### config.mk
export PLATFORM = sky130hd
export DESIGN_NAME = ipls_seq
export DESIGN_NICKNAME = d
export VERILOG_FILES = /design/src/rtl/ipls_pkg.sv /design/src/rtl/ipls_seq.sv
export SDC_FILE = /design/constraint.sdc
export NUM_CORES = 1
export LEC_CHECK = 0
export ABC_AREA = 1
export BUFFER_PORTS_ARGS = -buffer_cell sky130_fd_sc_hd__buf_2
export CAP_MARGIN = 15
export CORE_AREA = 2 2 163 165
export CTS_CLUSTER_DIAMETER = 100
export DETAILED_ROUTE_END_ITERATION = 7
export DIE_AREA = 0 0 165 167
export PLACE_DENSITY = 0.7
export SLEW_MARGIN = 10
export SYNTH_ARGS = -nofsm -noshare
export SYNTH_HDL_FRONTEND = slang
export SYNTH_SLANG_ARGS = --single-unit
### constraint.sdc
create_clock -name i_clk -period 8.6 [get_ports i_clk]
set_input_delay 0.86 -clock i_clk [delete_from_list [all_inputs] [get_ports i_clk]]
set_output_delay 0.86 -clock i_clk [all_outputs]
set_load 0.05 [all_outputs]
### src/rtl/ipls_pkg.sv
// shared types and constants for the indexed point list store
// no dependencies; imported by ipls_seq and the top level, not by the point ram
package ipls_pkg;

    // fixed field widths of the stream words
    localparam int OP_W    = 3;
    localparam int POS_W   = 7;
    localparam int COORD_W = 32;
    localparam int COUNT_W = 7;
    localparam int STAT_W  = 2;

    // packed field widths, and stream word widths rounded up to whole bytes
    localparam int IN_FIELDS_W  = OP_W + POS_W + 3 * COORD_W;
    localparam int OUT_FIELDS_W = STAT_W + 3 * COORD_W + COUNT_W;
    localparam int IN_TDATA_W   = ((IN_FIELDS_W + 7) / 8) * 8;
    localparam int OUT_TDATA_W  = ((OUT_FIELDS_W + 7) / 8) * 8;

    // parameter defaults
    localparam int CAPACITY_DEF   = 64;
    localparam int COORD_BITS_DEF = 32;

    // request opcodes; other codes change nothing and return an ok result
    typedef enum logic [OP_W-1:0] {
        OP_INSERT       = 3'd0,
        OP_APPEND       = 3'd1,
        OP_REMOVE_FIRST = 3'd2,
        OP_REMOVE_LAST  = 3'd3,
        OP_READ         = 3'd4
    } t_opcode;

    // result status codes
    typedef enum logic [STAT_W-1:0] {
        ST_OK     = 2'd0,
        ST_EMPTY  = 2'd1,
        ST_BOUNDS = 2'd2,
        ST_FULL   = 2'd3
    } t_status;

    // sequencer states
    typedef enum logic [1:0] {
        S_IDLE,
        S_SHIFT,
        S_PUT,
        S_DONE
    } t_state;

    // one request word
    typedef struct packed {
        logic signed [COORD_W-1:0] coord_z;
        logic signed [COORD_W-1:0] coord_y;
        logic signed [COORD_W-1:0] coord_x;
        logic [POS_W-1:0]          position;
        logic [OP_W-1:0]           opcode;
    } t_request;

    // one result word
    typedef struct packed {
        logic [COUNT_W-1:0]        entry_count;
        logic signed [COORD_W-1:0] read_z;
        logic signed [COORD_W-1:0] read_y;
        logic signed [COORD_W-1:0] read_x;
        t_status                   status;
    } t_result;

endpackage

### src/rtl/ipls_seq.sv
// request sequencer: decode, ring-buffer addressing, insert shift loop, count
// depends on ipls_pkg; drives the point ram ports
module ipls_seq #(
    parameter int CAPACITY   = ipls_pkg::CAPACITY_DEF,
    parameter int COORD_BITS = ipls_pkg::COORD_BITS_DEF
) (
    input  logic                          i_clk,
    input  logic                          i_rst_n,
    // request side
    input  logic                          i_req_valid,
    output logic                          o_req_ready,
    input  ipls_pkg::t_request            i_req,
    // result side
    input  logic                          i_res_ready,
    output logic                          o_res_valid,
    output ipls_pkg::t_result             o_res,
    // point ram
    output logic                          o_ram_we,
    output logic [$clog2(CAPACITY)-1:0]   o_ram_waddr,
    output logic [3*COORD_BITS-1:0]       o_ram_wdata,
    output logic                          o_ram_re,
    output logic [$clog2(CAPACITY)-1:0]   o_ram_raddr,
    input  logic [3*COORD_BITS-1:0]       i_ram_rdata
);
    import ipls_pkg::*;

    localparam int AW    = $clog2(CAPACITY);
    localparam int CNT_W = $clog2(CAPACITY + 1);
    localparam int CMP_W = (CNT_W > POS_W) ? CNT_W : POS_W;
    localparam int PW    = 3 * COORD_BITS;

    t_state           r_state, n_state;
    logic [CNT_W-1:0] r_count, n_count;
    logic [AW-1:0]    r_head,  n_head;
    logic [AW-1:0]    r_idx,   n_idx;
    logic [AW-1:0]    r_pos,   n_pos;
    logic [PW-1:0]    r_point, n_point;
    t_status          r_status, n_status;
    logic             r_is_read, n_is_read;

    logic [CMP_W-1:0]       w_pos_c;
    logic [CMP_W-1:0]       w_cnt_c;
    logic                   w_full;
    logic                   w_empty;
    logic [PW-1:0]          w_req_point;
    logic signed [COORD_BITS-1:0] w_rd_x, w_rd_y, w_rd_z;
    logic [CNT_W+COUNT_W-1:0] w_cnt_ext;

    // logical index to ram address around the ring head
    function automatic logic [AW-1:0] f_wrap(input logic [AW-1:0] base,
                                             input logic [AW-1:0] off);
        logic [AW:0] sum;
        sum = {1'b0, base} + {1'b0, off};
        if (sum >= (AW+1)'(CAPACITY)) begin
            sum = sum - (AW+1)'(CAPACITY);
        end
        return sum[AW-1:0];
    endfunction

    // request decode helpers
    assign w_pos_c     = CMP_W'(i_req.position);
    assign w_cnt_c     = CMP_W'(r_count);
    assign w_full      = (r_count == CNT_W'(CAPACITY));
    assign w_empty     = (r_count == '0);
    assign w_req_point = {i_req.coord_z[COORD_BITS-1:0], i_req.coord_y[COORD_BITS-1:0],
                          i_req.coord_x[COORD_BITS-1:0]};

    // state register
    always_ff @(posedge i_clk) begin
        if (!i_rst_n) begin
            r_state <= S_IDLE;
            r_count <= '0;
            r_head  <= '0;
        end else begin
            r_state <= n_state;
            r_count <= n_count;
            r_head  <= n_head;
        end
    end

    // request payload and result flags
    always_ff @(posedge i_clk) begin
        r_idx     <= n_idx;
        r_pos     <= n_pos;
        r_point   <= n_point;
        r_status  <= n_status;
        r_is_read <= n_is_read;
    end

    // next state, ram control
    always_comb begin
        n_state     = r_state;
        n_count     = r_count;
        n_head      = r_head;
        n_idx       = r_idx;
        n_pos       = r_pos;
        n_point     = r_point;
        n_status    = r_status;
        n_is_read   = r_is_read;
        o_ram_we    = 1'b0;
        o_ram_waddr = '0;
        o_ram_wdata = r_point;
        o_ram_re    = 1'b0;
        o_ram_raddr = '0;
        o_req_ready = 1'b0;
        o_res_valid = 1'b0;

        unique case (r_state)
            S_IDLE: begin
                o_req_ready = 1'b1;
                if (i_req_valid) begin
                    n_point   = w_req_point;
                    n_status  = ST_OK;
                    n_is_read = 1'b0;
                    n_state   = S_DONE;
                    unique case (i_req.opcode)
                        OP_INSERT: begin
                            if (w_pos_c > w_cnt_c) begin
                                n_status = ST_BOUNDS;
                            end else if (w_full) begin
                                n_status = ST_FULL;
                            end else if (w_pos_c == w_cnt_c) begin
                                // insert at the end needs no shift
                                o_ram_we    = 1'b1;
                                o_ram_waddr = f_wrap(r_head, r_count[AW-1:0]);
                                o_ram_wdata = w_req_point;
                                n_count     = r_count + CNT_W'(1);
                            end else begin
                                // start moving the tail up from the last entry
                                n_pos       = w_pos_c[AW-1:0];
                                n_idx       = r_count[AW-1:0] - AW'(1);
                                o_ram_re    = 1'b1;
                                o_ram_raddr = f_wrap(r_head, r_count[AW-1:0] - AW'(1));
                                n_state     = S_SHIFT;
                            end
                        end
                        OP_APPEND: begin
                            if (w_full) begin
                                n_status = ST_FULL;
                            end else begin
                                o_ram_we    = 1'b1;
                                o_ram_waddr = f_wrap(r_head, r_count[AW-1:0]);
                                o_ram_wdata = w_req_point;
                                n_count     = r_count + CNT_W'(1);
                            end
                        end
                        OP_REMOVE_FIRST: begin
                            if (w_empty) begin
                                n_status = ST_EMPTY;
                            end else begin
                                n_head  = f_wrap(r_head, AW'(1));
                                n_count = r_count - CNT_W'(1);
                            end
                        end
                        OP_REMOVE_LAST: begin
                            if (w_empty) begin
                                n_status = ST_EMPTY;
                            end else begin
                                n_count = r_count - CNT_W'(1);
                            end
                        end
                        OP_READ: begin
                            if (w_empty) begin
                                n_status = ST_EMPTY;
                            end else if (w_pos_c >= w_cnt_c) begin
                                n_status = ST_BOUNDS;
                            end else begin
                                o_ram_re    = 1'b1;
                                o_ram_raddr = f_wrap(r_head, w_pos_c[AW-1:0]);
                                n_is_read   = 1'b1;
                            end
                        end
                        default: begin
                        end
                    endcase
                end
            end
            S_SHIFT: begin
                // entry r_idx arrived: move it one place up
                o_ram_we    = 1'b1;
                o_ram_waddr = f_wrap(r_head, r_idx + AW'(1));
                o_ram_wdata = i_ram_rdata;
                if (r_idx == r_pos) begin
                    n_state = S_PUT;
                end else begin
                    n_idx       = r_idx - AW'(1);
                    o_ram_re    = 1'b1;
                    o_ram_raddr = f_wrap(r_head, r_idx - AW'(1));
                end
            end
            S_PUT: begin
                // new point into the freed slot
                o_ram_we    = 1'b1;
                o_ram_waddr = f_wrap(r_head, r_pos);
                o_ram_wdata = r_point;
                n_count     = r_count + CNT_W'(1);
                n_state     = S_DONE;
            end
            S_DONE: begin
                if (i_res_ready) begin
                    o_res_valid = 1'b1;
                    n_state     = S_IDLE;
                end
            end
            default: begin
                n_state = S_IDLE;
            end
        endcase
    end

    // result word; read data stays in the ram output register until done
    assign w_rd_x    = i_ram_rdata[COORD_BITS-1:0];
    assign w_rd_y    = i_ram_rdata[2*COORD_BITS-1:COORD_BITS];
    assign w_rd_z    = i_ram_rdata[3*COORD_BITS-1:2*COORD_BITS];
    assign w_cnt_ext = (CNT_W+COUNT_W)'(r_count);

    always_comb begin
        o_res.status      = r_status;
        o_res.read_x      = r_is_read ? COORD_W'(w_rd_x) : '0;
        o_res.read_y      = r_is_read ? COORD_W'(w_rd_y) : '0;
        o_res.read_z      = r_is_read ? COORD_W'(w_rd_z) : '0;
        o_res.entry_count = w_cnt_ext[COUNT_W-1:0];
    end

    // count never passes capacity
    a_count_range: assert property (@(posedge i_clk) disable iff (!i_rst_n)
        r_count <= CNT_W'(CAPACITY))
        else $error("entry count above capacity");

    // the shift loop never runs below the insert position
    a_shift_bound: assert property (@(posedge i_clk) disable iff (!i_rst_n)
        (r_state == S_SHIFT) |-> (r_idx >= r_pos))
        else $error("shift index below insert position");

    // a read and a write in the same cycle never hit the same entry
    a_no_rw_clash: assert property (@(posedge i_clk) disable iff (!i_rst_n)
        (o_ram_we && o_ram_re) |-> (o_ram_waddr != o_ram_raddr))
        else $error("ram read and write to the same entry");

    // a delivered result returns the sequencer to idle
    a_done_to_idle: assert property (@(posedge i_clk) disable iff (!i_rst_n)
        o_res_valid |=> (r_state == S_IDLE))
        else $error("sequencer not idle after result");

    // a read request, successful or not, leaves the count unchanged
    a_read_keeps_count: assert property (@(posedge i_clk) disable iff (!i_rst_n)
        (r_state == S_IDLE && i_req_valid && i_req.opcode == OP_READ)
        |=> (r_count == $past(r_count)))
        else $error("read changed the entry count");

endmodule

After elaboration in Yosys (flattened, before gate mapping). Index checks and enable logic that the tools add are counted.

Register bits after elaboration: 126. Input bits: 206. Output and inout bits: 217. Logic and storage cells: 158.

$add $sub $neg: 19. Order comparisons: 9. Equal/unequal tests: 24. Multiplexer cells: 81. Bitwise operators: 4. Reduce and logical (&&, ||, !) cells: 13.

Operators by type and width (count): 96-bit 2-to-1 mux (5); 96-bit one-hot mux with 2 select lines (2); 6-bit 2-to-1 mux (25); 32-bit 2-to-1 mux (3); 6-bit by 1-bit subtractor with 6-bit output (second input constant) (9); 7-bit >= comparator (second input constant) (7); 6-bit one-hot mux with 2 select lines (4); 6-bit by 6-bit adder with 7-bit output (6); 7-bit 2-to-1 mux (6); 2-bit 2-to-1 mux (11); 7-bit one-hot mux with 3 select lines (1); 6-bit one-hot mux with 3 select lines (1); 1-bit 2-to-1 mux (16); 2-bit one-hot mux with 4 select lines (2); 3-bit inequality test (second input constant) (5); 2-bit inequality test (second input constant) (7); 7-bit one-hot mux with 2 select lines (1); 1-bit one-hot mux with 2 select lines (4); 8-bit AND reduction (1); 6-bit by 1-bit adder with 7-bit output (second input constant) (1); 7-bit by 1-bit adder with 7-bit output (second input constant) (1); 7-bit equality test (1); 7-bit equality test (second input constant) (1); 7-bit >= comparator (1); other kinds (22) (29).

Depth between registers and ports, before layout.
Word-level depth: 10. Depth in mapped cells: 16. Mapped depth without buffers: 15.

Worst setup path before layout. No wires, ideal clock.

Kind: reg-to-output. From: register r_state[0]. To: output o_ram_waddr[0]. Arrival: 4.523 ns. Required time: 7.740 ns. Path slack: 3.217 ns. Cell stages (with the launch flop): 8. Path buffers: 0. Cells stage by stage: dfxtp_1 > inv_1 > ha_1 > nand2_1 > inv_1 > nand2_1 > or2_1 > a21oi_1.

Cells in the longest elaborated chain, start to end: 2. Elaborated cells on any way between the ends: 4. Classes of those cells: 2 x eq/ne; 1 x mux; 1 x reduce/logical.

RTL lines: start, declared (RTL line ipls_seq.sv:32) `t_state r_state, n_state;`; start signal, assigned (RTL line ipls_seq.sv:75) `r_state <= n_state;`; 2-bit equality test, or another cell as far along (RTL line ipls_seq.sv:108) `unique case (r_state)`; 6-bit one-hot mux with 3 select lines * (RTL line ipls_seq.sv:108); end, declared (RTL line ipls_seq.sv:19) `output logic [$clog2(CAPACITY)-1:0] o_ram_waddr,`.

Every way passes the cells marked *; elsewhere a longest branch is shown, timed or not.

Worst setup path in the final report.
From: register r_count[2]. To: output o_ram_wdata[46].

Cells in the longest elaborated chain, start to end: 7. Elaborated cells on any way between the ends: 10. Classes of those cells: 1 x order compare; 2 x eq/ne; 7 x mux.

RTL lines: start, declared (RTL line ipls_seq.sv:33) `logic [CNT_W-1:0] r_count, n_count;`; start signal, assigned (RTL line ipls_seq.sv:76) `r_count <= n_count;`; branches (longest 4 deep; another with 7-bit greater-than comparator); 96-bit one-hot mux with 2 select lines * (RTL line ipls_seq.sv:116) `unique case (i_req.opcode)`; 96-bit 2-to-1 mux * (RTL line ipls_seq.sv:111) `if (i_req_valid) begin`; 96-bit one-hot mux with 2 select lines * (RTL line ipls_seq.sv:108); end, declared (RTL line ipls_seq.sv:20) `output logic [3*COORD_BITS-1:0] o_ram_wdata,`.

Every way passes the cells marked *.

==> out/metrics.yaml <==
status: "completed"
synth-xor-area-share_pct: 2.27
cts.path.max_buffers: 2
synth.cell_area_um2: 10800
pre_cts_ws_ps: 3930
start_kind: "flip-flop"
grt_pass1_vias: 11000
drt-vias-per-instance: 5.13
synth.avg_cell_area_um2: 6.59
synthToLayoutAreaGrowth_pct: 26.2
maxSlewViolCount: 0
design_area_um2: 13600
rsz0062_at_grt: "false"
fillers: 2590
cts_resized: 0
wl_met1_um: 16600
yosysUniqueCellTypes: 37
tightest_slew_ps: 1220
h-tree-depth: 4
timing.fmax_mhz: 203
start_util_pct: 41.9
stdcell_count: 2357
synth_compound_area_share_pct: 11.0
routed.top_layer: "met5"
synth_top_family_by_area: "simple AND/OR/NAND/NOR gates"
fin_util_pct: 52.8
clkSlewWorstSetupHoldPaths_ps: 60
post_cts_buffers: 0
grt-ovfl-total: 0
io_buffers: 422
routed_wl_um: 39500
first_pass_iters: 6
relSlewSlack_pct: 19.0
vias: 12100
finalCriticalPeriod_ps: 4920
drc: 0
mostFrequentLayoutCells: "703 x nand2_1, 422 x buf_2, 261 x inv_1, 131 x nand3_1, 111 x edfxtp_1"
clkSinkCount: 126
syn_inst: 1636
multi_input_area_um2: 5820
wl_met2_um: 18600
dpl.hpwl_um: 28700
design_power_total_mw: 5.94
final_common_cell: "nand2_1"
drt_iter0_markers: 1028
wl_met3_um: 3410
finalSetupViolations: 0
dieHeight_um: 167
p_leak_nw: 8.18
hold_ws_ps: 623
muxShareOfSynthArea_pct: 0
final.setup.worst_slack_ps: 3680
register_area_um2: 3630
tritoncts.num_buffers: 17
worst_ep_required_time_ps: 7740
grt_first_pass_wirelength_um: 59400
vdd_drop_max_v: 0.000260
cts-root-buf: "clkbuf_16"
antenna_found_initial: 9
syn_nets: 1888
die_area_um2: 27600
drt-wirelength-per-cell_um: 16.8
end_kind: "output pin"
drive_gt1_share_pct: 24.4
cp_max_fo: 96
io_pins: 423
cap_viol_max_count: 0
cts-hold-fix-buffers: 0
ys_seq_elements: 126
finalWeightedCongestion: 0.902
placed_cell_area_um2: 13100
setup_tns_ps: 0
drtAntennaViolNets: 0
clk_latency_ps: 430
synth_fa_ha_area_share_pct: 5.69
yosysWarnings: 0
synthSimpleGateAreaFrac_pct: 34.6
period_share_pct: 57.2
die_w_um: 165
final-hold-violation-count: 0
grt_max_degree: 97
critical_path_class: "flip-flop to output pin"
synth_seq_area_share_pct: 33.7
p_per_area_nw_per_um2: 437
core_area_um2: 25800
dp_cells: 2320
row_count: 59
fin_nets: 2256
finClkSkew_ps: 17.0
hp-class: "flip-flop to flip-flop"
cp_data_arrival_time_ps: 4060
track_usage_pct: 27.7
tritoncts: "yes"
==> path summary, 6_finish.rpt <==
path,startpoint,end,slack [ps],depth (start not counted)
hold reg to reg,r_head[4],r_head[4],620,2
hold / removal,r_head[4],r_head[4],620,2
setup reg to reg,r_state[0],r_point[31],4760,6
setup / recovery,r_count[2],o_ram_wdata[46],3680,12
==> Yosys cell counts (all sizes together) <==
cell,n,area (um2)
nand2,706,2660
inv,265,995
a22oi,98,736
xor2,20,175
a21o,2,15.0
nor2,39,170
edfxtp,111,3330
clkbuf,49,184
buf,32,193
nand4,7,58.8
nor3b,1,7.51
nor3,8,40.0
o21ba,1,10.0
a21oi,33,169
nand3,141,756
a31oi,5,31.3
ha,41,513
o211ai,4,30.0
fa,5,100
dfxtp,15,300
o22ai,1,6.26
clkinv,1,3.75
or2,7,43.8
o21a,3,22.5
xnor2,8,70.1
o21ai,33,165
==> state kept, by name, summed over array words and instances, names as in the netlist <==
signal and cells:
r_count 7, r_head 6, r_idx 6, r_is_read 1, r_point 96, r_pos 6
r_state 2, r_status 2
==> area by class of cell <==
cell class	instances	area share, %
Multi-Input combinational cell	1163	42.8
Sequential cell	126	26.7
Clock buffer	17	3.12
Antenna cell	6	0.110
Clock inverter	14	0.901
Tap cell	335	3.08
Timing Repair Buffer	430	16.0
Inverter	266	7.35
==> cells by family (layout without fill, tap and decap cells) <==
kind of cell / count (synthesis) / after routing
DFF: 126 / 126
AOI/OAI and AO/OA: 180 / 180
and+or+nand+nor: 909 / 909
other: 0 / 6
buffers and inverters: 347 / 727
xor gates and xnor gates: 28 / 28
adders and majority gates: 46 / 46
==> report_power, final <==
group | internal, mW | switching (mW)
logic | 0.979 | 3.28
registers | 0.857 | 0.134
clock network | 0.396 | 0.299
total | 2.23 | 3.71
==> per-layer routing <==
layer,vias to the layer above,GRT usage (%)
met5,-,0
met4,6,9.75
met3,68,5.55
met2,545,44.3
met1,5542,37.0
li1,5942,-
==> worst max-delay path, cell delays in order (launching register included) <==
cell and delay [ps]:
dfxtp_1 670, inv_1 140, ha_1 340, nand4_1 130, clkinv_1 150, nand3_1 170, nand2_4 270, nand2_4 880
nand2_1 150, nand2_1 120, nand2_1 50, nand2_1 100, buf_2 270
(Power assumes the default switching activity.)
